[config.mk]
export PLATFORM = sky130hd
export DESIGN_NAME = bgs_front
export DESIGN_NICKNAME = d
export VERILOG_FILES = /design/src/rtl/bilinear_grid_sampler_defines.svh /design/src/rtl/bgs_pkg.sv /design/src/rtl/bgs_front.sv
export SDC_FILE = /design/constraint.sdc
export NUM_CORES = 1
export LEC_CHECK = 0
export BUFFER_PORTS_ARGS = -buffer_cell sky130_fd_sc_hd__buf_2
export CELL_PAD_IN_SITES_DETAIL_PLACEMENT = 1
export CELL_PAD_IN_SITES_GLOBAL_PLACEMENT = 1
export CORE_MARGIN = 3
export CORE_UTILIZATION = 28
export DETAILED_ROUTE_END_ITERATION = 7
export GPL_TIMING_DRIVEN = 0
export PLACE_DENSITY_LB_ADDON = 0.1
export SLEW_MARGIN = 30
export SYNTH_ARGS = -nofsm -noshare
export SYNTH_HDL_FRONTEND = slang
export SYNTH_SLANG_ARGS = --single-unit
[constraint.sdc]
create_clock -name vclk -period 7.5
set_input_delay 1.125 -clock vclk [all_inputs]
set_output_delay 1.125 -clock vclk [all_outputs]
set_load 0.05 [all_outputs]
[src/rtl/bilinear_grid_sampler_defines.svh]
// Assertion macros for the grid sampler. Synthesis builds define SYNTH and get
// empty bodies.
`ifndef BILINEAR_GRID_SAMPLER_DEFINES_SVH
`define BILINEAR_GRID_SAMPLER_DEFINES_SVH

`ifndef SYNTH
// Property checked at every rising edge outside of reset.
`define BGS_ASSERT(label, clk, rst, prop, msg) \
   label: assert property (@(posedge clk) disable iff (rst) prop) else $error(msg);
// Property checked at every rising edge, reset included.
`define BGS_ASSERT_ALWAYS(label, clk, prop, msg) \
   label: assert property (@(posedge clk) prop) else $error(msg);
`else
`define BGS_ASSERT(label, clk, rst, prop, msg)
`define BGS_ASSERT_ALWAYS(label, clk, prop, msg)
`endif

`endif

[src/rtl/bgs_pkg.sv]
package bgs_pkg;

   // Field widths of the request and response channels.
   localparam int DATA_W            = 16;
   localparam int ADDR_W            = 16;
   localparam int POS_W             = 16;
   localparam int MAX_FRACTION_BITS = 16;

   // A weight is a product of two distances of up to 2^FRACTION_BITS each.
   localparam int WEIGHT_W = 2 * MAX_FRACTION_BITS + 1;
   localparam int PROD_W   = WEIGHT_W + 1 + DATA_W;
   localparam int SUM_W    = PROD_W + 2;

   // Four neighbours per query.
   localparam int TAPS  = 4;
   localparam int TAP_W = 2;

   localparam int QUEUE_DEPTH = 2;

   // Sample code that marks a missing elevation.
   localparam logic [DATA_W-1:0] NO_DATA = 16'h8000;

   typedef enum logic {
      REQ_LOAD  = 1'b0,
      REQ_QUERY = 1'b1
   } req_kind_type;

   typedef enum logic [1:0] {
      STATUS_OK      = 2'd0,
      STATUS_NO_DATA = 2'd1,
      STATUS_RANGE   = 2'd2
   } status_type;

   // What the back end has to do with one queued request.
   typedef enum logic [1:0] {
      CMD_LOAD  = 2'd0,
      CMD_QUERY = 2'd1,
      CMD_RANGE = 2'd2
   } cmd_type;

   typedef struct packed {
      cmd_type                          cmd;
      logic [DATA_W-1:0]                value;
      logic [TAPS-1:0][ADDR_W-1:0]      addr;
      logic [TAPS-1:0][WEIGHT_W-1:0]    weight;
   } work_type;

   typedef struct packed {
      logic empty;
      logic full;
   } queue_status_type;

   typedef struct packed {
      logic              en;
      logic              we;
      logic [ADDR_W-1:0] addr;
      logic [DATA_W-1:0] wdata;
   } ram_cmd_type;

endpackage

[src/rtl/bgs_front.sv]
module bgs_front #(
   parameter int CELLS         = 255,
   parameter int FRACTION_BITS = 8
) (
   input  logic                                 req_type,
   input  logic [bgs_pkg::ADDR_W-1:0]           sample_index,
   input  logic signed [bgs_pkg::DATA_W-1:0]    sample_value,
   input  logic [bgs_pkg::POS_W-1:0]            column_pos,
   input  logic [bgs_pkg::POS_W-1:0]            row_pos,
   output bgs_pkg::work_type                    work
);

   localparam int LIMIT_W = bgs_pkg::POS_W + 8;
   localparam logic [LIMIT_W-1:0] LIMIT = LIMIT_W'(CELLS) << FRACTION_BITS;
   localparam int FRAC_W = bgs_pkg::MAX_FRACTION_BITS + 1;
   localparam logic [FRAC_W-1:0] ONE  = FRAC_W'(1) << FRACTION_BITS;
   localparam logic [FRAC_W-1:0] MASK = ONE - FRAC_W'(1);
   localparam logic [8:0] LAST = 9'(CELLS);
   localparam logic [8:0] SIDE = 9'(CELLS + 1);

   logic [bgs_pkg::POS_W-1:0] col_int;
   logic [bgs_pkg::POS_W-1:0] row_int;
   logic [8:0]                c0;
   logic [8:0]                c1;
   logic [8:0]                r0;
   logic [8:0]                r1;
   logic [FRAC_W-1:0]         fc;
   logic [FRAC_W-1:0]         fr;
   logic [FRAC_W-1:0]         gc;
   logic [FRAC_W-1:0]         gr;
   logic [17:0]               base0;
   logic [17:0]               base1;
   logic [2*FRAC_W-1:0]       wt [bgs_pkg::TAPS];
   logic                      out_of_range;

   // Split the positions into cell index and fraction; clamp the upper neighbour.
   always_comb begin
      col_int = column_pos >> FRACTION_BITS;
      row_int = row_pos >> FRACTION_BITS;
      c0 = col_int[8:0];
      r0 = row_int[8:0];
      c1 = (c0 >= LAST) ? LAST : c0 + 9'd1;
      r1 = (r0 >= LAST) ? LAST : r0 + 9'd1;
      fc = FRAC_W'(column_pos) & MASK;
      fr = FRAC_W'(row_pos) & MASK;
      gc = ONE - fc;
      gr = ONE - fr;
      out_of_range = ({8'd0, column_pos} > LIMIT) || ({8'd0, row_pos} > LIMIT);
   end

   // Row bases and the four bilinear weights, computed side by side.
   always_comb begin
      base0 = r0 * SIDE;
      base1 = r1 * SIDE;
      wt[0] = gc * gr;
      wt[1] = fc * gr;
      wt[2] = gc * fr;
      wt[3] = fc * fr;
   end

   // Classify the request and build the queue entry.
   always_comb begin
      work.value = sample_value;
      work.addr[0] = bgs_pkg::ADDR_W'(base0 + 18'(c0));
      work.addr[1] = bgs_pkg::ADDR_W'(base0 + 18'(c1));
      work.addr[2] = bgs_pkg::ADDR_W'(base1 + 18'(c0));
      work.addr[3] = bgs_pkg::ADDR_W'(base1 + 18'(c1));
      for (int i = 0; i < bgs_pkg::TAPS; i++) begin
         work.weight[i] = wt[i][bgs_pkg::WEIGHT_W-1:0];
      end
      if (bgs_pkg::req_kind_type'(req_type) == bgs_pkg::REQ_LOAD) begin
         work.cmd     = bgs_pkg::CMD_LOAD;
         work.addr[0] = sample_index;
      end else if (out_of_range) begin
         work.cmd = bgs_pkg::CMD_RANGE;
      end else begin
         work.cmd = bgs_pkg::CMD_QUERY;
      end
   end

endmodule

After elaboration in Yosys (flattened, before gate mapping)
Index checks and enable logic that the tools add are counted.
Widths: inputs -> output; s select.

word-level totals
  register bits = 0
  input port bits = 65
  output and inout port bits = 214
  word-level logic and storage cells = 22

cells by class
  add/subtract/negate cells = 8
  multipliers = 4
  magnitude comparators = 4
  mux-type cells = 5
  reductions and logical operators = 1

operators by type and width
  cell                  number
  $mul 17x17->33        1
  $add 16x8->16         2
  $add 16x9->16         2
  $gt 16x16->1 const B  2
  $mul 17x8->25         1
  $mul 8x17->25         1
  $sub 9x8->10 const A  2
  $ge 8x8->1 const B    2
  $mul 8x8->16          1
  $mux 16               1
  $add 8x1->9 const B   1
  $mux 9                1
  $add 8x1->8 const B   1
  $mux 8                1
  $mux 2                2
  $logic_or 1x1->1      1

Longest topological paths before layout
  depth in word-level cells = 4
  gate-level depth with buffers = 23

Least setup slack after synthesis
No wires, ideal clock.

  path kind = in2out
  start point = input column_pos[0] (netlist bit)
  end point = output work[16] (netlist bit)
  arrival = 7.676 ns
  required time = 6.375 ns
  setup slack = -1.301 ns
  stages on the path = 20
  path buffers = 1
  cell sequence = inv_1 -> ha_1 -> nor3b_1 -> xnor2_1 -> clkbuf_1 -> and2_1 -> fa_1 -> fa_1 -> ha_1 -> fa_1 -> fa_1 -> inv_1 -> fa_1 -> inv_1 -> ha_1 -> and2_1 -> nand3_1 -> a21oi_1 -> mux2i_1 -> nor4b_1

RTL lines
  item         RTL line         text
  from (decl)  bgs_front.sv:8   input logic [bgs_pkg::POS_W-1:0] column_pos,
  to (decl)    bgs_front.sv:10  output bgs_pkg::work_type work

==> results list <==
- Setup violators final: 2
- Transition time of the tightest slew-check pin: 655 ps
- Post-layout net count: 2166
- Core region area: 0.0401 sq mm
- The final reports fail on setup timing.
* Site Rows: 73
- HPWL after DPL: 31000 microns
* Largest driver fanout on the critical path: 5
* Hold buffer count at CTS: 0
- In the final layout, the multi-input gates occupy 0.0107 sq mm.
- The first global-routing pass estimated 60100 microns of wire.
- Detailed routing inserted a total of 10200 vias.
* Ratio of routed vias to standard cells: 4.50
* Num ports: 279
* Global routing usage summed across all routing layers: 16.8%
- After synthesis the cells add up to 0.0114 sq mm.
* Result of the run: complete, but fails checks
- Final WS setup: -14.3 ps
* CP Class: in -> out
* Post-route antenna net violation count: 0
- Total cell area at the placement stage: 0.0136 sq mm
- In the routed design, unresolved DRC markers number 0.
* Number of antenna violations at the first check in global routing: 1
- Adding up every negative setup slack in the final design gives -24.0 ps.
- Post-synth cell types: 65
- RSZ-0062 raised after global routing: true
- For this configuration, the core starts out at a cell density of 28.5%.
* Total wire length after detailed routing: 37100 microns
- In this run the tightest slew margin relative to its limit is 56.3%.
- Entering global routing, the biggest net connects 17 pins.
- Category of the worst setup path launch point: input pin
- Peak ir drop on the vdd network: 260 uV
- After the first detailed-routing iteration, the DRC count stood at 306.
* Most common cell after layout, fill and taps aside: sky130_fd_sc_hd__inv_1
- Hold/Removal Path Class: in -> out
- Avg Inst Size Synth: 8.11 sq um
* Die outline area: 0.0433 sq mm
- Summing all non-filler instances in the final layout gives an area of 0.0153 sq mm.
* Highest-count cells in the layout ignoring fill and taps: sky130_fd_sc_hd__inv_1, sky130_fd_sc_hd__buf_4, sky130_fd_sc_hd__buf_2, sky130_fd_sc_hd__fa_1, sky130_fd_sc_hd__ha_1
- GRT overflow: 0
- Registers take 0 sq um.
- P_leak: 0.00820 uW
- The congestion estimate from routability-driven global placement came to 0.812.
- Arr. time, crit path: 6390 ps
- DIE WIDTH: 208 microns
- Before antenna repair, the detailed router went through 5 iterations.
- The filler cells instantiated in the layout total 4836.
- Relative to the synthesized area, the layout overhead comes to 33.3%.
- CP Capture Type: output pin
- Endpoint of the worst setup timing path: work[15]
* Final-report hold violation count: 0
* Total power density per cell area: 336 mW/mm^2
- Fraction of the yosys area taken by sequential cells: 0%
* Final min period: 7510 ps
* Number of buffers inserted by port buffering: 202
- For the worst setup path, the data required time is 6380 ps.
- Final clock period utilization by the worst path: 100%
* Vias in the first global route: 11200
- The die is 208 microns tall.
- Max-capacitance violation count: 0
- The clock buffers instantiated in the layout total 0.
* Yosys warnings: 0
- Routed length per instance: 16.3 microns
- Derived from the worst setup path, the maximum achievable clock frequency is 0.133 GHz.
- Total number of sequential cells: 0
* Fraction of final layout cells sized beyond drive strength 1: 32.9%
* Total inserted antenna cells: 0
* Launching instance or port of the critical path: row_pos[1]
- Number of pins exceeding their max-slew limit in the final report: 0
* Synthesized instance count: 1411
kinds of logic (layout without fill, tap and decap cells):
| logic type | after synthesis | count (layout) | share of synthesized area (%) |
|---|---|---|---|
| buf+inv | 421 | 697 | 17.5 |
| simple gates | 410 | 410 | 17.7 |
| fa+ha+maj | 355 | 355 | 49.9 |
| compound gates | 136 | 136 | 7.82 |
| xor+xnor | 69 | 69 | 5.28 |
| mux | 19 | 19 | 1.84 |
| other cells | 1 | 58 | 0.0328 |
layer usage:
layer	up-vias	part of all wire (%)	global-route usage, %
li1	4889	-	-
met1	5088	45	21.9
met2	212	51	31.1
met3	19	3.6	1.40
met4	2	1.1	1.84
met5	-	0.022	0
how the worst min path moves through the flow:
stage	startpoint	end	slack (ps)	cells past startpoint
finish	sample_value[7]	work[203]	2550	2
global route	sample_value[2]	work[198]	2560	2
CTS	sample_value[7]	work[203]	2550	2
detailed placement	sample_value[7]	work[203]	2550	2
global placement	sample_value[7]	work[203]	2550	2
floorplan	row_pos[8]	work[156]	2420	1
synth_stat cells (all sizes together) (3+ instances only):
library cell | n | share of area (%)
a21o | 16 | 1.0
o31a | 4 | 0.31
nor2 | 84 | 2.8
o21ai | 26 | 1.1
and2 | 114 | 6.3
inv | 266 | 8.7
a31oi | 5 | 0.27
a211oi | 5 | 0.33
xnor2 | 47 | 3.6
fa | 169 | 30
ha | 186 | 20
nand2b | 8 | 0.44
clkbuf | 35 | 1.1
nor2b | 6 | 0.33
mux2 | 16 | 1.6
a21boi | 3 | 0.23
or2 | 3 | 0.16
nand4 | 4 | 0.22
nor3 | 9 | 0.48
or3 | 4 | 0.22
a21oi | 41 | 1.8
nand3 | 15 | 0.66
and3 | 5 | 0.27
mux2i | 3 | 0.26
nor3b | 3 | 0.20
xor2 | 22 | 1.7
o31ai | 6 | 0.39
buf | 120 | 7.6
nand2 | 144 | 4.7
o21a | 9 | 0.59
o21bai | 3 | 0.20
report_power, final:
part / internal [uW] / switching (uW) / leakage (uW)
clock network: 0 / 0 / 0
registers: 0 / 0 / 0
logic: 1770 / 3360 / 0.00820
total: 1770 / 3360 / 0.00820
area by class of cell:
type,count,area share (%)
multi-input combinational,1047,70.1
timing repair buffer,280,11.6
buffer,151,7.39
inverter,266,6.63
tap,525,4.30
per-stage QoR:
stage                     setup WS, ps  util [%]  power, uW  instances  hold slack [ps]
after floorplan                   20.7         -       3650       1468             2420
after global placement           -1180      33.9       4630       2195             2550
after detailed placement         -1200      34.0       4640       2195             2550
after CTS                        -61.5      36.7       4930       2244             2550
after global routing              -252      38.1       5610       2269             2560
final                            -14.3      38.1       5130       2269             2550
worst max-delay path, cell delays in order:
cell and delay, ps:
sky130_fd_sc_hd__buf_4 170, sky130_fd_sc_hd__nor3_4 220, sky130_fd_sc_hd__nor3b_4 300, sky130_fd_sc_hd__xnor2_4 130, sky130_fd_sc_hd__buf_4 150, sky130_fd_sc_hd__and2_1 180, sky130_fd_sc_hd__fa_2 590, sky130_fd_sc_hd__fa_2 450
sky130_fd_sc_hd__ha_4 170, sky130_fd_sc_hd__fa_1 490, sky130_fd_sc_hd__inv_2 40, sky130_fd_sc_hd__fa_2 440, sky130_fd_sc_hd__fa_2 540, sky130_fd_sc_hd__inv_2 40, sky130_fd_sc_hd__ha_4 150, sky130_fd_sc_hd__a21oi_2 110
sky130_fd_sc_hd__o211a_1 160, sky130_fd_sc_hd__o31a_1 260, sky130_fd_sc_hd__nand2b_1 140, sky130_fd_sc_hd__a21oi_4 220, sky130_fd_sc_hd__xnor2_4 130, sky130_fd_sc_hd__buf_6 170
repair_timing:
item | CTS | global route
endpoints found under the setup margin | 33 | 24
hold endpoints to repair | 0 | 0
buffers inserted | 52 | 25
gates resized for setup | 145 | 101
cloned | 0 | 1
pin swaps | 64 | 67
(Power assumes the default switching activity.)
