`src/rtl/bilinear_grid_sampler_defines.svh`:
```
// Assertion macros for the grid sampler. Synthesis builds define SYNTH and get
// empty bodies.
`ifndef BILINEAR_GRID_SAMPLER_DEFINES_SVH
`define BILINEAR_GRID_SAMPLER_DEFINES_SVH

`ifndef SYNTH
// Property checked at every rising edge outside of reset.
`define BGS_ASSERT(label, clk, rst, prop, msg) \
   label: assert property (@(posedge clk) disable iff (rst) prop) else $error(msg);
// Property checked at every rising edge, reset included.
`define BGS_ASSERT_ALWAYS(label, clk, prop, msg) \
   label: assert property (@(posedge clk) prop) else $error(msg);
`else
`define BGS_ASSERT(label, clk, rst, prop, msg)
`define BGS_ASSERT_ALWAYS(label, clk, prop, msg)
`endif

`endif

```
`src/rtl/bgs_pkg.sv`:
```
package bgs_pkg;

   // Field widths of the request and response channels.
   localparam int DATA_W            = 16;
   localparam int ADDR_W            = 16;
   localparam int POS_W             = 16;
   localparam int MAX_FRACTION_BITS = 16;

   // A weight is a product of two distances of up to 2^FRACTION_BITS each.
   localparam int WEIGHT_W = 2 * MAX_FRACTION_BITS + 1;
   localparam int PROD_W   = WEIGHT_W + 1 + DATA_W;
   localparam int SUM_W    = PROD_W + 2;

   // Four neighbours per query.
   localparam int TAPS  = 4;
   localparam int TAP_W = 2;

   localparam int QUEUE_DEPTH = 2;

   // Sample code that marks a missing elevation.
   localparam logic [DATA_W-1:0] NO_DATA = 16'h8000;

   typedef enum logic {
      REQ_LOAD  = 1'b0,
      REQ_QUERY = 1'b1
   } req_kind_type;

   typedef enum logic [1:0] {
      STATUS_OK      = 2'd0,
      STATUS_NO_DATA = 2'd1,
      STATUS_RANGE   = 2'd2
   } status_type;

   // What the back end has to do with one queued request.
   typedef enum logic [1:0] {
      CMD_LOAD  = 2'd0,
      CMD_QUERY = 2'd1,
      CMD_RANGE = 2'd2
   } cmd_type;

   typedef struct packed {
      cmd_type                          cmd;
      logic [DATA_W-1:0]                value;
      logic [TAPS-1:0][ADDR_W-1:0]      addr;
      logic [TAPS-1:0][WEIGHT_W-1:0]    weight;
   } work_type;

   typedef struct packed {
      logic empty;
      logic full;
   } queue_status_type;

   typedef struct packed {
      logic              en;
      logic              we;
      logic [ADDR_W-1:0] addr;
      logic [DATA_W-1:0] wdata;
   } ram_cmd_type;

endpackage

```
`src/rtl/bgs_queue.sv`:
```
module bgs_queue (
   input  logic                       clock,
   input  logic                       reset,
   input  logic                       push,
   input  bgs_pkg::work_type          push_data,
   input  logic                       pop,
   output bgs_pkg::work_type          head,
   output bgs_pkg::queue_status_type  status
);

   localparam int CNT_W = $clog2(bgs_pkg::QUEUE_DEPTH + 1);
   localparam int PTR_W = $clog2(bgs_pkg::QUEUE_DEPTH);

   bgs_pkg::work_type slot_ff [bgs_pkg::QUEUE_DEPTH];
   logic [CNT_W-1:0]  count_ff;
   logic [CNT_W-1:0]  count_in;
   logic [PTR_W-1:0]  wr_ptr_ff;
   logic [PTR_W-1:0]  wr_ptr_in;
   logic [PTR_W-1:0]  rd_ptr_ff;
   logic [PTR_W-1:0]  rd_ptr_in;

   // Occupancy and pointer updates.
   always_comb begin
      count_in  = count_ff + CNT_W'(push) - CNT_W'(pop);
      wr_ptr_in = push ? wr_ptr_ff + PTR_W'(1) : wr_ptr_ff;
      rd_ptr_in = pop ? rd_ptr_ff + PTR_W'(1) : rd_ptr_ff;
   end

   always_ff @(posedge clock) begin
      if (reset) begin
         count_ff  <= '0;
         wr_ptr_ff <= '0;
         rd_ptr_ff <= '0;
      end else begin
         count_ff  <= count_in;
         wr_ptr_ff <= wr_ptr_in;
         rd_ptr_ff <= rd_ptr_in;
      end
   end

   // Entry storage.
   always_ff @(posedge clock) begin
      if (push) begin
         slot_ff[wr_ptr_ff] <= push_data;
      end
   end

   assign head         = slot_ff[rd_ptr_ff];
   assign status.empty = (count_ff == '0);
   assign status.full  = (count_ff == CNT_W'(bgs_pkg::QUEUE_DEPTH));

endmodule

```
`config.mk`:
```
export PLATFORM = sky130hd
export DESIGN_NAME = bgs_queue
export DESIGN_NICKNAME = d
export VERILOG_FILES = /design/src/rtl/bilinear_grid_sampler_defines.svh /design/src/rtl/bgs_pkg.sv /design/src/rtl/bgs_queue.sv
export SDC_FILE = /design/constraint.sdc
export NUM_CORES = 1
export LEC_CHECK = 0
export ABC_AREA = 1
export BUFFER_PORTS_ARGS = -buffer_cell sky130_fd_sc_hd__buf_2
export CAP_MARGIN = 25
export CELL_PAD_IN_SITES_DETAIL_PLACEMENT = 0
export CELL_PAD_IN_SITES_GLOBAL_PLACEMENT = 2
export CORE_ASPECT_RATIO = 0.7
export CORE_UTILIZATION = 40
export DETAILED_ROUTE_END_ITERATION = 8
export GPL_ROUTABILITY_DRIVEN = 0
export GPL_TIMING_DRIVEN = 0
export HOLD_SLACK_MARGIN = 0.15
export PLACE_DENSITY_LB_ADDON = 0.1
export SLEW_MARGIN = 20
export SYNTH_ARGS = -nofsm -noshare
export SYNTH_HDL_FRONTEND = slang
export SYNTH_SLANG_ARGS = --single-unit
```
`constraint.sdc`:
```
create_clock -name clock -period 29.3 [get_ports clock]
set_input_delay 4.395 -clock clock [delete_from_list [all_inputs] [get_ports clock]]
set_output_delay 4.395 -clock clock [all_outputs]
set_load 0.1 [all_outputs]
```
### After elaboration in Yosys (flattened, before gate mapping)

Memory sizes are Yosys's and may differ from the RTL's. A register that Yosys moved wholly into a read port is not among the register bits.
Cells that the tools add are included.

| operators by class | value |
|---|---|
| $add $sub $neg | 4 |
| equal/unequal tests | 1 |
| muxes and demuxes | 4 |
| reduce and logical (&&, ||, !) cells | 1 |

Operators by type and width:

| operator | number |
|---|---|
| 2-to-1 mux 1 bit | 4 |
| adder 1 bit, second input constant | 2 |
| adder 2 x 1 -> 2 bit | 1 |
| == test 2 bit, second input constant | 1 |
| logical NOT 2 bit | 1 |
| subtractor 2 x 1 -> 2 bit | 1 |

| word-level totals | value |
|---|---|
| register bits after elaboration | 4 |
| bits in writable memories | 428 |
| input bits | 218 |
| output and inout port bits | 216 |
| logic and storage cells | 14 |
| memories kept | 1 |

Memory list:

| name | words | bits a word | rd ports | clocked after memory_dff | wr ports | RTL line | RTL |
|---|---|---|---|---|---|---|---|
| slot_ff | 2 | 214 | 1 | 1 | 1 | bgs_queue.sv:14 | `bgs_pkg::work_type slot_ff [bgs_pkg::QUEUE_DEPTH];` |

### Longest topological paths before layout

Gate-level depths: netlist of run 1.

| logic depth | value |
|---|---|
| word-level depth | 3 |
| depth in mapped cells | 9 |
| gate-level depth less buffers | 9 |

### Worst setup path before layout of run 1

No wires, ideal clock.

| path | value |
|---|---|
| path type | in2reg |
| start point | input port push |
| end point | memory slot_ff[0][0] (netlist bit) (enable) |
| library setup time | 0.798 ns |
| data arrival time | 13.377 ns |
| data required time | 28.502 ns |
| setup slack | 15.125 ns |
| cell stages on the path | 2 |
| buffers on the path | 0 |
| path through | inv_1 -> nor2_1 |

| on the way | value |
|---|---|
| longest elaborated chain between the ends | 2 |

Ends and longest elaborated chain:

| what | RTL line | RTL |
|---|---|---|
| start: declaration | bgs_queue.sv:4 | `input logic push,` |
| 2-to-1 mux 1 bit | bgs_queue.sv:43 | `if (push) begin` |
| 2-to-1 mux 1 bit (not written as such) | bgs_queue.sv:44 | `slot_ff[wr_ptr_ff] <= push_data;` |
| end: declaration | bgs_queue.sv:14 |  |

Every way passes these cells.

==> impl_metrics.toml, run 1 <==
[synth]
syn_inst = 697
syn_area_per_cell_sq_um = 23.4
synth_nets = 917
synth_cell_types = 14
synth_area_sq_um = 16300
yosysSeqAreaShare_pct = 79.3
ys_ff_latch = 433
yosys_warnings = 0

[placed_design]
placed_cell_area_sq_um = 19500
dpl.hpwl_microns = 25200
io_buffers = 433

[floorplan]
core_sq_um = 40000
dieArea_sq_um = 41600
fp.dieH_microns = 171
start_util_pct = 40.8
core.rowCount = 61
io_pins = 434
die-width_microns = 243

[critical_path]
critPathTopFamily = "buffers and inverters"
crit_required_ns = 24.90
crit_path_max_incr_delay_ns = 0.32
worstSetupEndpoint = "head[92]"
path_max_fanout = 10
crit_arrival_ns = 2.03
crit_buf_inv = 4
worstPathCellList = "buf_6 -> buf_6 -> buf_6 -> mux2_4 -> buf_2"
reg2reg_from = "wr_ptr_ff"
crit_type = "reg2out"
cp.depth = 5
timing.reg2reg.setup_slack_ns = 27.55
setup.worst_path.start_class = "flop"
critPathSlowestCell = "dfxtp_1"
r2r_cells = 3
timing.rr.end = "slot_ff[1][87]"
end_kind = "output port"
cp_common_cell = "buf_6"

[sta]
slew_headroom_pct = 61.0
rsz0062_at_grt = "false"
final.min_clock_period_ns = 6.43
finalCritPeriodShare_pct = 21.9
fin_skew_ns = 0.0147
hold_viol = 0
tightestPinTransition_ns = 0.584
tns_ns = 0
report.final.slew_viol_count = 0
setup_viol = 0
max_freq_mhz = 156

[finish]
fin_area_sq_um = 20800
nFillCells = 3349
final_net_count = 1408
area_delta_synth_final_pct = 27.2
final_layout_size_suffix_gt1_share_pct = 60.5

[cts]
numCtsBuffers = 44
cts.hold.buffers_added = 0
ctsHtreeMaxLevel = 2
cts-resized-gates = 0
post_cts_buffers = 0
clockBufferDepth = 3
cts.sinks = 433
clk_pin_slew_ns = 0.06
cts_tree = "done"
root_buffer = "clkbuf_16"
clk_latency_ns = 0.54

[worst_hold_path]
hold_class = "reg2reg"

[routing]
vias_per_cell = 4.61
routed_wl_microns = 35700
avgRoutedWirePerCell_microns = 20.3
drtIter0Drc = 311
drc = 0
antenna_violating_nets_post_route = 0
first_pass_iters = 4
num_vias = 8076

[grt]
grt_max_degree = 95
grt.overflow.total = 0
grt_pass1_wl_microns = 50600
grt.total_usage_pct = 16.5
antenna_found_initial = 9
grt_pass1_vias = 8106

[pwr]
p_leak_nw = 8.14
p_total_mw = 1.62
peakVddDrop_mv = 0.0583
p_per_area_nw_per_um2 = 78.0

[outcome]
status = "finished, final reports clean"

[flow_run]
maxCapViolCount = 0
==> placed cells by master, fill, tap and decap left out, types with 5 or more instances in the layout <==
master / n
buf_12: 6
buf_16: 6
buf_2: 438
buf_6: 19
clkbuf_1: 11
clkbuf_16: 45
clkinv_1: 11
dfxtp_1: 5
edfxtp_1: 428
inv_1: 7
mux2_2: 54
mux2_4: 160
nor2_1: 7
==> routing by layer <==
layer,up-vias,global-route usage (%),share of wire [%]
met1,4027,19.7,40
met5,-,0,0.17
li1,3763,-,-
met4,10,4.43,1.9
met3,61,5.82,7.7
met2,215,28.3,51
==> worst reg2reg max path, cell delays in order, from the launching register on <==
cell and delay [ns]:
dfxtp_1 0.39, nand2_1 0.15, inv_8 0.29, buf_16 0.39
==> how the worst min path moves through the flow <==
stage | from | endpoint | slack [ns] | cells past startpoint
after floorplan | rd_ptr_ff | flop | 0.48 | 2
after global placement | rd_ptr_ff | rd_ptr_ff | 0.50 | 2
after detailed placement | rd_ptr_ff | flop | 0.51 | 2
after CTS | rd_ptr_ff | flop | 0.54 | 2
after global routing | rd_ptr_ff | flop | 0.58 | 2
final | rd_ptr_ff | flop | 0.52 | 2
==> per-stage QoR <==
| step | hold WS, ns | worst slack [ns] | instances | utilization [%] |
|---|---|---|---|---|
| 2_1_floorplan | 0.480 | 15.13 | 697 | - |
| 3_3_place_gp | 0.496 | 8.84 | 1665 | 47.9 |
| 3_5_place_dp | 0.508 | 23.30 | 1677 | 48.7 |
| 4_1_cts | 0.540 | 22.79 | 1749 | 51.9 |
| 5_1_grt | 0.577 | 22.77 | 1749 | 51.9 |
| 6_report | 0.517 | 22.87 | 1753 | 51.9 |
==> synth_stat cells <==
cell type	n	share of area (%)
edfxtp_1	428	79
mux2_4	160	15
mux2_2	54	3.7
buf_6	19	1.3
inv_1	8	0.18
nor2_1	8	0.18
buf_2	5	0.15
dfxtp_1	5	0.61
nand2_1	4	0.092
ha_1	2	0.15
a21oi_1	1	0.031
nand3_1	1	0.031
nor3_1	1	0.031
xnor2_1	1	0.054
==> cell families after synthesis <==
logic type / count (synthesis) / share of synthesized area (%)
buffers and inverters: 32 / 1.65
AO/OA/AOI/OAI: 1 / 0.0306
flip-flops: 433 / 79.3
adder cells (fa/ha/maj): 2 / 0.153
AND/OR/NAND/NOR: 14 / 0.337
XOR/XNOR: 1 / 0.0537
multiplexers: 214 / 18.4
==> cell type report <==
type / count / area (sq um) / share of cell area (%)
inverter: 8 / 37.5 / 0.181
timing repair buffer: 445 / 2450 / 11.8
clock inverter: 16 / 120 / 0.579
sequential: 433 / 13000 / 62.4
antenna: 4 / 10.0 / 0.0482
buffer: 24 / 239 / 1.15
clock buffer: 56 / 1170 / 5.62
tap: 535 / 669 / 3.22
multi-input combinational: 232 / 3110 / 15.0
==> report_power, final <==
part	switching, mW	leakage [nW]	internal (mW)
logic	0.297	3.46	0.0859
registers	0.00708	4.06	0.718
clock network	0.217	0.625	0.296
total	0.520	8.14	1.10
==> sequential cells by signal (all words and copies together), names as in the netlist, named ones only <==
name,count
count_ff,2
slot_ff,428
wr_ptr_ff,1
rd_ptr_ff,1
Note: power is estimated with default switching activity, not from simulation.
==> inputs of run 2 (changes only) <==
CORE_UTILIZATION = 39   (was 40)
clock period = 6.1 ns   (was 29.3 ns; I/O delays follow)
==> run 2 against run 1 <==
Net effect: worst hold slack got worse by 0.0029 ns; combinational power rose to 4.8 times the previous value; register-to-register slack got worse by 23 ns; die area rose by 2.5%; wire length fell by 0.54%; highest routed layer unchanged.
==> impl_metrics.toml, run 2 (synthesis gave the netlist of run 1 again) <==
[outcome]
status = "finished, final reports clean"

[finish]
reg_top3 = "slot_ff: 428 flops, count_ff: 2 flops"
finalNonFillerCells = 1768
final_common_cell = "buf_2"
largest_register_ffs = 428
area_delta_synth_final_pct = 27.9
layout_common_cells = "438 x buf_2, 428 x edfxtp_1, 160 x mux2_4, 54 x mux2_2, 45 x clkbuf_16"
final_net_count = 1409
final_layout_size_suffix_gt1_share_pct = 60.9
top_register = "slot_ff"

[routing]
first_pass_iters = 4
drtIter0Drc = 336
num_vias = 7979
antenna_violating_nets_post_route = 0
vias_per_cell = 4.51
avgRoutedWirePerCell_microns = 20.1
routed_wl_microns = 35500
drc = 0

[placed_design]
io_buffers = 433
place_inst = 1687
dpl.hpwl_microns = 25200

[sta]
tns_ns = 0
max_freq_mhz = 339
slew_headroom_pct = 52.7
fin_skew_ns = 0.00970
tightestPinTransition_ns = 0.708
finalCritPeriodShare_pct = 48.4
report.final.slew_viol_count = 0
rsz0062_at_grt = "false"
setup_viol = 0
hold_viol = 0
final.min_clock_period_ns = 2.95

[critical_path]
crit_required_ns = 5.18
path_max_fanout = 10
end_kind = "output port"
crit_arrival_ns = 2.04
reg2reg_from = "wr_ptr_ff"
crit_type = "reg2out"
setup.worst_path.start_class = "flop"

[grt]
antenna_found_initial = 8
grt_max_degree = 85
grt_pass1_wl_microns = 51400
grt.total_usage_pct = 16.3
grt_pass1_vias = 8219
grt.overflow.total = 0

[cts]
numCtsBuffers = 44
post_cts_buffers = 0
cts_tree = "done"
ctsHtreeMaxLevel = 2
cts.sinks = 433
clk_latency_ns = 0.54
cts-resized-gates = 0
clockBufferDepth = 3
root_buffer = "clkbuf_16"
clk_pin_slew_ns = 0.06
cts.hold.buffers_added = 0

[floorplan]
die-width_microns = 247
start_util_pct = 39.7
io_pins = 434
core_sq_um = 41100
dieArea_sq_um = 42700
core.rowCount = 62
fp.dieH_microns = 173

[pwr]
p_leak_nw = 8.19
peakVddDrop_mv = 0.222
p_per_area_nw_per_um2 = 377
p_total_mw = 7.87

[worst_hold_path]
min_from = "rd_ptr_ff"
hold_class = "reg2reg"

[flow_run]
maxCapViolCount = 0
run 2: power by group:
group,internal [mW],total (mW),switching [mW]
combinational,0.417,1.84,1.43
clock,1.47,2.54,1.07
sequential,3.45,3.48,0.0340
total,5.33,7.87,2.53
run 2: layout make-up:
type | count | area, sq um
Tap cell | 544 | 681
Fill cell | 3438 | 20200
Antenna cell | 4 | 10.0
Timing Repair Buffer | 446 | 2500
Inverter | 8 | 37.5
Clock buffer | 54 | 1160
Buffer | 24 | 239
Sequential cell | 433 | 13000
Clock inverter | 23 | 181
Multi-Input combinational cell | 232 | 3110
run 2: worst max-delay path, cell delays in order, from the launching register on:
cell and delay, ns:
dfxtp_1 0.32, buf_6 0.13, buf_6 0.20, buf_6 0.21
mux2_4 0.18, buf_2 0.45
run 2: per-stage QoR:
stage	worst slack [ns]	utilization, %	hold WS (ns)	cell area [sq um]
after detailed placement	3.44	47.5	0.502	19500
after CTS	3.07	50.7	0.515	20900
after global placement	-2.61	46.7	0.500	19200
after floorplan	0.421	-	0.480	16300
final	3.15	50.8	0.514	20900
after global routing	3.05	50.8	0.533	20900
run 2: routing by layer:
layer  share of wire (%)  vias up  global-route usage [%]
met5                0.23        -                       0
met4                 2.0       10                    4.24
met3                 6.9       67                    5.40
met2                  51      216                    28.2
met1                  40     3931                    19.5
li1                    -     3755                       -
run 2: path summary, 6_finish.rpt:
path	to	slack (ns)	depth (start not counted)
hold / removal	flop	0.51	2
hold reg to reg	flop	0.51	2
setup / recovery	head[94]	3.15	5
setup reg to reg	slot_ff[0][173]	4.24	4
