==> config.mk <==
export PLATFORM = sky130hd
export DESIGN_NAME = bgs_back
export DESIGN_NICKNAME = d
export VERILOG_FILES = /design/src/rtl/bilinear_grid_sampler_defines.svh /design/src/rtl/bgs_pkg.sv /design/src/rtl/bgs_back.sv
export SDC_FILE = /design/constraint.sdc
export NUM_CORES = 2
export LEC_CHECK = 0
export ABC_AREA = 1
export BUFFER_PORTS_ARGS = -buffer_cell sky130_fd_sc_hd__buf_2
export CAP_MARGIN = 20
export CORE_ASPECT_RATIO = 1.2
export CORE_MARGIN = 4
export CORE_UTILIZATION = 55
export CTS_CLUSTER_SIZE = 28
export DETAILED_ROUTE_END_ITERATION = 7
export PLACE_DENSITY = 0.86
export RECOVER_POWER = 50
export SLEW_MARGIN = 15
export SYNTH_ARGS = -nofsm -noshare
export SYNTH_HDL_FRONTEND = slang
export SYNTH_SLANG_ARGS = --single-unit
==> constraint.sdc <==
create_clock -name clock -period 18 [get_ports clock]
set_input_delay 1.8 -clock clock [delete_from_list [all_inputs] [get_ports clock]]
set_output_delay 1.8 -clock clock [all_outputs]
set_load 0.005 [all_outputs]
==> src/rtl/bilinear_grid_sampler_defines.svh <==
// Assertion macros for the grid sampler. Synthesis builds define SYNTH and get
// empty bodies.
`ifndef BILINEAR_GRID_SAMPLER_DEFINES_SVH
`define BILINEAR_GRID_SAMPLER_DEFINES_SVH

`ifndef SYNTH
// Property checked at every rising edge outside of reset.
`define BGS_ASSERT(label, clk, rst, prop, msg) \
   label: assert property (@(posedge clk) disable iff (rst) prop) else $error(msg);
// Property checked at every rising edge, reset included.
`define BGS_ASSERT_ALWAYS(label, clk, prop, msg) \
   label: assert property (@(posedge clk) prop) else $error(msg);
`else
`define BGS_ASSERT(label, clk, rst, prop, msg)
`define BGS_ASSERT_ALWAYS(label, clk, prop, msg)
`endif

`endif

==> src/rtl/bgs_pkg.sv <==
package bgs_pkg;

   // Field widths of the request and response channels.
   localparam int DATA_W            = 16;
   localparam int ADDR_W            = 16;
   localparam int POS_W             = 16;
   localparam int MAX_FRACTION_BITS = 16;

   // A weight is a product of two distances of up to 2^FRACTION_BITS each.
   localparam int WEIGHT_W = 2 * MAX_FRACTION_BITS + 1;
   localparam int PROD_W   = WEIGHT_W + 1 + DATA_W;
   localparam int SUM_W    = PROD_W + 2;

   // Four neighbours per query.
   localparam int TAPS  = 4;
   localparam int TAP_W = 2;

   localparam int QUEUE_DEPTH = 2;

   // Sample code that marks a missing elevation.
   localparam logic [DATA_W-1:0] NO_DATA = 16'h8000;

   typedef enum logic {
      REQ_LOAD  = 1'b0,
      REQ_QUERY = 1'b1
   } req_kind_type;

   typedef enum logic [1:0] {
      STATUS_OK      = 2'd0,
      STATUS_NO_DATA = 2'd1,
      STATUS_RANGE   = 2'd2
   } status_type;

   // What the back end has to do with one queued request.
   typedef enum logic [1:0] {
      CMD_LOAD  = 2'd0,
      CMD_QUERY = 2'd1,
      CMD_RANGE = 2'd2
   } cmd_type;

   typedef struct packed {
      cmd_type                          cmd;
      logic [DATA_W-1:0]                value;
      logic [TAPS-1:0][ADDR_W-1:0]      addr;
      logic [TAPS-1:0][WEIGHT_W-1:0]    weight;
   } work_type;

   typedef struct packed {
      logic empty;
      logic full;
   } queue_status_type;

   typedef struct packed {
      logic              en;
      logic              we;
      logic [ADDR_W-1:0] addr;
      logic [DATA_W-1:0] wdata;
   } ram_cmd_type;

endpackage

==> src/rtl/bgs_back.sv <==
module bgs_back #(
   parameter int FRACTION_BITS = 8
) (
   input  logic                              clock,
   input  logic                              reset,
   input  bgs_pkg::work_type                 head,
   input  bgs_pkg::queue_status_type         q_status,
   output logic                              pop,
   output bgs_pkg::ram_cmd_type              ram_cmd,
   input  logic [bgs_pkg::DATA_W-1:0]        ram_rdata,
   output logic                              rsp_valid,
   input  logic                              rsp_stall,
   output logic signed [bgs_pkg::DATA_W-1:0] rsp_elevation,
   output logic [1:0]                        rsp_status
);

   localparam int SHIFT = 2 * FRACTION_BITS;
   localparam logic [bgs_pkg::SUM_W-1:0] HALF = bgs_pkg::SUM_W'(1) << (SHIFT - 1);

   typedef struct packed {
      logic                             valid;
      logic                             first;
      logic                             last;
      bgs_pkg::cmd_type                 cmd;
      logic [bgs_pkg::WEIGHT_W-1:0]     weight;
   } tap_type;

   typedef struct packed {
      logic                             valid;
      logic                             first;
      logic                             last;
      bgs_pkg::cmd_type                 cmd;
      logic                             no_data;
      logic [bgs_pkg::PROD_W-1:0]       prod;
   } prod_type;

   typedef struct packed {
      logic                             valid;
      bgs_pkg::cmd_type                 cmd;
      logic                             no_data;
      logic [bgs_pkg::SUM_W-1:0]        sum;
   } total_type;

   logic                              adv;
   logic                              issue;
   logic                              last_tap;
   logic [bgs_pkg::TAP_W-1:0]         idx_ff;
   logic [bgs_pkg::TAP_W-1:0]         idx_in;
   tap_type                           tap_ff;
   tap_type                           tap_in;
   prod_type                          prod_ff;
   prod_type                          prod_in;
   total_type                         total_ff;
   total_type                         total_in;
   logic [bgs_pkg::SUM_W-1:0]         acc_ff;
   logic [bgs_pkg::SUM_W-1:0]         acc_in;
   logic                              nd_ff;
   logic                              nd_in;
   logic signed [bgs_pkg::DATA_W-1:0] sample;
   logic signed [bgs_pkg::PROD_W-1:0] product;
   logic [bgs_pkg::SUM_W-1:0]         rounded;
   logic                              rsp_valid_ff;
   logic                              rsp_valid_in;
   logic [bgs_pkg::DATA_W-1:0]        elevation_ff;
   logic [bgs_pkg::DATA_W-1:0]        elevation_in;
   bgs_pkg::status_type               status_ff;
   bgs_pkg::status_type               status_in;

   // The whole back pipeline moves only when the output slot can take a result.
   assign adv   = !rsp_valid_ff || !rsp_stall;
   assign issue = adv && !q_status.empty;

   // Sequencer: one memory access per cycle while the pipeline advances and the queue holds entries, four for a query.
   always_comb begin
      last_tap = (head.cmd != bgs_pkg::CMD_QUERY) ||
                 (idx_ff == bgs_pkg::TAP_W'(bgs_pkg::TAPS - 1));
      pop = issue && last_tap;
      idx_in = idx_ff;
      if (issue && head.cmd == bgs_pkg::CMD_QUERY) begin
         idx_in = last_tap ? '0 : idx_ff + bgs_pkg::TAP_W'(1);
      end
      ram_cmd.en    = issue && (head.cmd != bgs_pkg::CMD_RANGE);
      ram_cmd.we    = (head.cmd == bgs_pkg::CMD_LOAD);
      ram_cmd.addr  = head.addr[idx_ff];
      ram_cmd.wdata = head.value;
      tap_in.valid  = !q_status.empty;
      tap_in.first  = (idx_ff == '0);
      tap_in.last   = last_tap;
      tap_in.cmd    = head.cmd;
      tap_in.weight = head.weight[idx_ff];
   end

   // Weight times sample, aligned with the registered memory read. A neighbour
   // without weight adds nothing, whatever its sample holds.
   always_comb begin
      sample = $signed(ram_rdata);
      if (tap_ff.weight == '0) begin
         product = '0;
      end else begin
         product = $signed({1'b0, tap_ff.weight}) * sample;
      end
      prod_in.valid   = tap_ff.valid;
      prod_in.first   = tap_ff.first;
      prod_in.last    = tap_ff.last;
      prod_in.cmd     = tap_ff.cmd;
      prod_in.no_data = (tap_ff.cmd == bgs_pkg::CMD_QUERY) && (tap_ff.weight != '0) &&
                        (ram_rdata == bgs_pkg::NO_DATA);
      prod_in.prod    = product;
   end

   // Accumulate the weighted samples of one query.
   always_comb begin
      acc_in = (prod_ff.first ? '0 : acc_ff) +
               {{(bgs_pkg::SUM_W - bgs_pkg::PROD_W){prod_ff.prod[bgs_pkg::PROD_W-1]}},
                prod_ff.prod};
      nd_in  = (prod_ff.first ? 1'b0 : nd_ff) | prod_ff.no_data;
      total_in.valid   = prod_ff.valid && prod_ff.last;
      total_in.cmd     = prod_ff.cmd;
      total_in.no_data = nd_in;
      total_in.sum     = acc_in;
   end

   // Round to nearest with ties away from zero, then pick the status.
   always_comb begin
      rounded = total_ff.sum + HALF - bgs_pkg::SUM_W'(total_ff.sum[bgs_pkg::SUM_W-1]);
      rsp_valid_in = total_ff.valid;
      elevation_in = '0;
      status_in    = bgs_pkg::STATUS_OK;
      case (total_ff.cmd)
         bgs_pkg::CMD_LOAD: begin
            status_in = bgs_pkg::STATUS_OK;
         end
         bgs_pkg::CMD_RANGE: begin
            status_in = bgs_pkg::STATUS_RANGE;
         end
         bgs_pkg::CMD_QUERY: begin
            if (total_ff.no_data) begin
               status_in = bgs_pkg::STATUS_NO_DATA;
            end else begin
               elevation_in = rounded[SHIFT +: bgs_pkg::DATA_W];
            end
         end
         default: begin
            status_in = bgs_pkg::STATUS_OK;
         end
      endcase
   end

   // Control registers.
   always_ff @(posedge clock) begin
      if (reset) begin
         idx_ff         <= '0;
         tap_ff.valid   <= 1'b0;
         prod_ff.valid  <= 1'b0;
         total_ff.valid <= 1'b0;
         rsp_valid_ff   <= 1'b0;
      end else if (adv) begin
         idx_ff         <= idx_in;
         tap_ff.valid   <= tap_in.valid;
         prod_ff.valid  <= prod_in.valid;
         total_ff.valid <= total_in.valid;
         rsp_valid_ff   <= rsp_valid_in;
      end
   end

   // Payload registers.
   always_ff @(posedge clock) begin
      if (adv) begin
         tap_ff.first    <= tap_in.first;
         tap_ff.last     <= tap_in.last;
         tap_ff.cmd      <= tap_in.cmd;
         tap_ff.weight   <= tap_in.weight;
         prod_ff.first   <= prod_in.first;
         prod_ff.last    <= prod_in.last;
         prod_ff.cmd     <= prod_in.cmd;
         prod_ff.no_data <= prod_in.no_data;
         prod_ff.prod    <= prod_in.prod;
         if (prod_ff.valid) begin
            acc_ff <= acc_in;
            nd_ff  <= nd_in;
         end
         total_ff.cmd     <= total_in.cmd;
         total_ff.no_data <= total_in.no_data;
         total_ff.sum     <= total_in.sum;
         elevation_ff     <= elevation_in;
         status_ff        <= status_in;
      end
   end

   assign rsp_valid     = rsp_valid_ff;
   assign rsp_elevation = $signed(elevation_ff);
   assign rsp_status    = status_ff;

endmodule
[Yosys cells after proc, flatten, opt, wreduce, memory -nomap -nowiden]
Index checks and enable logic that the tools add are counted.
Cells by class
  add/sub/neg operators: 4
  multiply operators: 1
  $lt $le $gt $ge: 1
  equal/unequal tests: 8
  multiplexer cells: 9
  bitwise logic cells: 2
  reduce and logical (&&, ||, !) cells: 19
Operators with widths (count)
  33-bit binary-select mux with 2-bit select: 1
  52-bit adder: 1
  52-bit two-way mux: 1
  34-bit by 16-bit multiplier with 50-bit output: 1
  33-bit zero test: 1
  33-bit two-way mux: 1
  33-bit nonzero test: 1
  32-bit by 16-bit adder with 32-bit output (second input constant): 1
  16-bit binary-select mux with 2-bit select: 1
  32-bit by 1-bit subtractor with 32-bit output: 1
  16-bit == test (second input constant): 1
  16-bit two-way mux: 1
  1-bit logical AND: 7
  2-bit by 1-bit == test with 1-bit output (second input constant): 3
  2-bit == test (second input constant): 2
  2-bit zero test: 2
  2-bit one-hot mux with 2 select lines: 1
  2-bit AND reduction: 2
  1-bit zero test: 3
  2-bit by 3-bit < comparator with 1-bit output (second input constant): 1
  2-bit by 1-bit adder with 2-bit output (second input constant): 1
  1-bit logical OR: 2
  1-bit two-way mux: 2
  2-bit two-way mux: 1
  5 further kinds: 5
Storage, ports and cells
  register bits: 224
  output and inout port bits: 54
  word-level logic and storage cells: 65

[Longest topological paths before layout]
  depth after elaboration: 5
  gate-level depth with buffers: 30
  mapped depth without buffers: 28

[Least setup slack after synthesis]
Ideal clock, no wire load.
  path kind: input to register
  from: input rsp_stall
  to: register acc_ff[0] (netlist bit), enable pin
  setup time: 0.465 ns
  arrival: 7.983 ns
  required time: 17.535 ns
  slack: 9.552 ns
  cell stages on the path: 3
  buffers on the path: 0
  cell sequence: nand2_1 > inv_1 > nor2_1
Between the ends
  longest elaborated chain between the ends: 3
Ends and longest elaborated chain
  start, declared: line bgs_back.sv:12  | input logic rsp_stall,
  1-bit zero test: line bgs_back.sv:70  | assign adv = !rsp_valid_ff || !rsp_stall;
  1-bit logical OR: line bgs_back.sv:70
  2-bit AND reduction (no source line)
  end signal, assigned: line bgs_back.sv:179  | acc_ff <= acc_in;
  end, declared: line bgs_back.sv:55  | logic [bgs_pkg::SUM_W-1:0] acc_ff;
No other way between the ends.
A chain may end at the register's enable or synchronous reset.

[Worst setup path in the final report]
  from: input ram_rdata[1] (netlist bit)
  to: register prod_ff[45] (netlist bit), data pin
Between the ends
  longest elaborated chain between the ends: 1
Ends and longest elaborated chain
  start, declared: line bgs_back.sv:10  | input logic [bgs_pkg::DATA_W-1:0] ram_rdata,
  34-bit by 16-bit multiplier with 50-bit output: line bgs_back.sv:100  | product = $signed({1'b0, tap_ff.weight}) * sample;
  end, declared: line bgs_back.sv:51  | prod_type prod_ff;
No other way between the ends.

==> out/metrics.cfg <==
[outcome]
outcome = complete, but fails checks
failed_checks = max-capacitance violations, max-slew violations

[global_routing]
grt_max_degree = 77
track_usage_pct = 29.0
antenna_found_initial = 1
grt_overflow_total = 0
grt_pass1_vias = 32300
grt_pass1_wl_um = 155000

[drt]
viasPerCell = 5.34
wl_um = 96500
dr.pass1.iters = 6
post_drt_wl_per_cell_um = 16.8
drtIter0Drc = 2057
drt_drc_violations_left = 0
ant_nets = 0
vias = 30700

[setup_path]
timing.reg2reg.worst_path_depth = 20
r2r_start = tap_ff[20]
worstPathArrival_ns = 7.60
startpoint = ram_rdata[1]
endpoint_kind = register
r2r-end = prod_ff[38]
endpoint = prod_ff[45]
required_ns = 18.31
rrSetupSlack_ns = 11.70
cp_max_fo = 34
critPathKind = in -> reg
startpoint_type = input port

[sta]
fmax_ghz = 0.137
hold_viol = 0
rsz0062_at_grt = false
worstMarginPinSlew_ns = 3.22
setup_violations = 0
fin_crit_ns = 7.29
tns_ns = 0
max_slew_margin_pct = -114
fin_crit_sh_pct = 40.5
fin_ws_ns = 10.71
skew_ns = 0.0349
final_max_slew_viol_count = 292

[floorplanning]
core_mm2 = 0.0609
io_pins = 289
fp.dieArea_mm2 = 0.0658
dieWidth_um = 235
row_count = 99
die-height_um = 280
start_util_pct = 55.8

[layout]
area_growth_syn_to_layout_pct = 7.15
final-instance-count-excl-fill = 5758
layout_commonest_cell = nand2_1
n_fill_cell = 5535
layout_common_cells = nand2_1, inv_1, nor2_1, fa_1, buf_2
drive_gt1_share_pct = 7.29
nNetsFinal = 5839

[synth]
ys_warn_count = 0
synth.ff_latch_count = 205
synthArstFlopShare_pct = 0
synthFlopType = edfxtp_1
syn-mean-instance-area_um2 = 7.04
synth_edf_count = 199
syn_area_mm2 = 0.0340
synth_cell_types = 40
ys_seq_area_share_pct = 17.9
synth_cells = 4825
syn-num-nets = 5732

[clock_network]
cts_buffer_depth = 3
numCtsBuffers = 26
cts_setup_buffers = 0
h-tree-depth = 1
clock-sinks = 205
clock_latency_ns = 0.59
clk_pin_slew_worst_paths_ns = 0.05
cts_resized = 0
clockRootBuffer = clkbuf_16
ctsHoldBuffers = 0
cts_tree = done

[min_path]
worstHoldPathType = reg -> reg
hold_start = prod_ff[51]

[run]
max_cap_viol_count = 6

[placed_design]
post-place-cells = 5712
dp_slack_ns = 10.25
port-buffer-count = 255
gp_congestion = 0.984
hpwl_um = 76800

state kept, by name, indices dropped and copies added (netlist names):
name / cells
prod_ff: 56
acc_ff: 52
total_ff: 36
tap_ff: 33
rsp_elevation: 16
prod_in: 5
idx_ff: 2
rsp_status: 2
nd_ff: 1
rsp_valid: 1
rsp_valid_in: 1
cell usage after synthesis (2+ instances only):
master,instances,area [um^2]
o21bai_1,22,165
nor3_1,26,130
xnor2_1,2,17.5
a21oi_1,165,826
o22ai_1,49,307
or2_2,6,37.5
o21ai_0,139,696
buf_2,7,35.0
clkbuf_1,164,616
xor2_1,34,298
nor4_1,8,50.1
and2_1,5,31.3
nand3_1,106,531
o21ai_1,22,110
dfxtp_1,6,120
nand2_1,1360,5100
buf_4,16,120
nand2_2,7,43.8
inv_1,1266,4750
inv_2,16,60.1
nand3b_1,4,30.0
a211oi_1,2,15.0
and3_1,2,12.5
a21o_1,4,30.0
clkinv_1,4,15.0
nand4_1,26,163
a31oi_1,2,12.5
ha_1,239,2990
nor2_2,23,144
nor3_2,5,50.1
edfxtp_1,199,5980
nor2_1,436,1640
nand3_2,10,100
fa_1,433,8670
a21boi_0,2,15.0
nor2_4,4,45.0
per-stage QoR:
step / instance area (um^2) / hold slack (ns) / utilization (%)
floorplan: 34000 / 0.400 / -
global placement: 35600 / 0.401 / 58.4
detailed placement: 35600 / 0.405 / 58.4
CTS: 36500 / 0.418 / 59.8
global route: 36400 / 0.420 / 59.7
finish: 36400 / 0.418 / 59.7
worst min-delay path by stage:
stage | endpoint | slack (ns) | cells past startpoint
finish | total_ff[53] | 0.42 | 0
floorplan | prod_ff[53] | 0.40 | 0
global route | total_ff[53] | 0.42 | 0
global placement | total_ff[54] | 0.40 | 0
CTS | total_ff[53] | 0.42 | 0
detailed placement | total_ff[53] | 0.41 | 0
logic make-up after synthesis:
logic type / count (synthesis) / share of synthesized area, %
flops: 205 / 17.9
xor+xnor: 36 / 0.928
compound gates: 409 / 6.45
buf+inv: 1474 / 16.5
fa+ha+maj: 672 / 34.3
simple gates: 2029 / 23.9
per-layer routing:
| metal | GRT usage [%] | routed length (um) | part of all wire (%) |
|---|---|---|---|
| met1 | 31.1 | 33300 | 35 |
| met2 | 53.1 | 47900 | 50 |
| met3 | 4.17 | 7370 | 7.6 |
| met4 | 19.9 | 7930 | 8.2 |
| met5 | 0 | 0 | 0 |
worst max-delay path: stages:
cell     delay (ns)
buf_2          0.64
nand2_1        0.19
fa_1           0.59
inv_1          0.06
fa_1           0.55
inv_1          0.06
fa_1           0.42
fa_1           0.51
inv_1          0.06
fa_1           0.53
inv_1          0.05
fa_1           0.53
inv_1          0.05
ha_1           0.34
nand2_1        0.11
nor2_1         0.18
nand2_1        0.18
nor3_2         0.24
nand3_1        0.21
nand3_1        0.13
nand2_1        0.05
inv_1          0.05
nor2_1         0.04
layout make-up:
type,instances,area (um^2),area share [%]
Clock buffer,26,651,1.79
Multi-Input combinational cell,3146,22300,61.2
Tap cell,808,1010,2.78
Sequential cell,205,6100,16.7
Clock inverter,19,209,0.574
Antenna cell,1,2.50,0.00687
Timing Repair Buffer,267,1340,3.67
Inverter,1286,4830,13.3
Power is not shown: default switching activity piles up to over one toggle a cycle in this logic, so the estimate is an artifact.
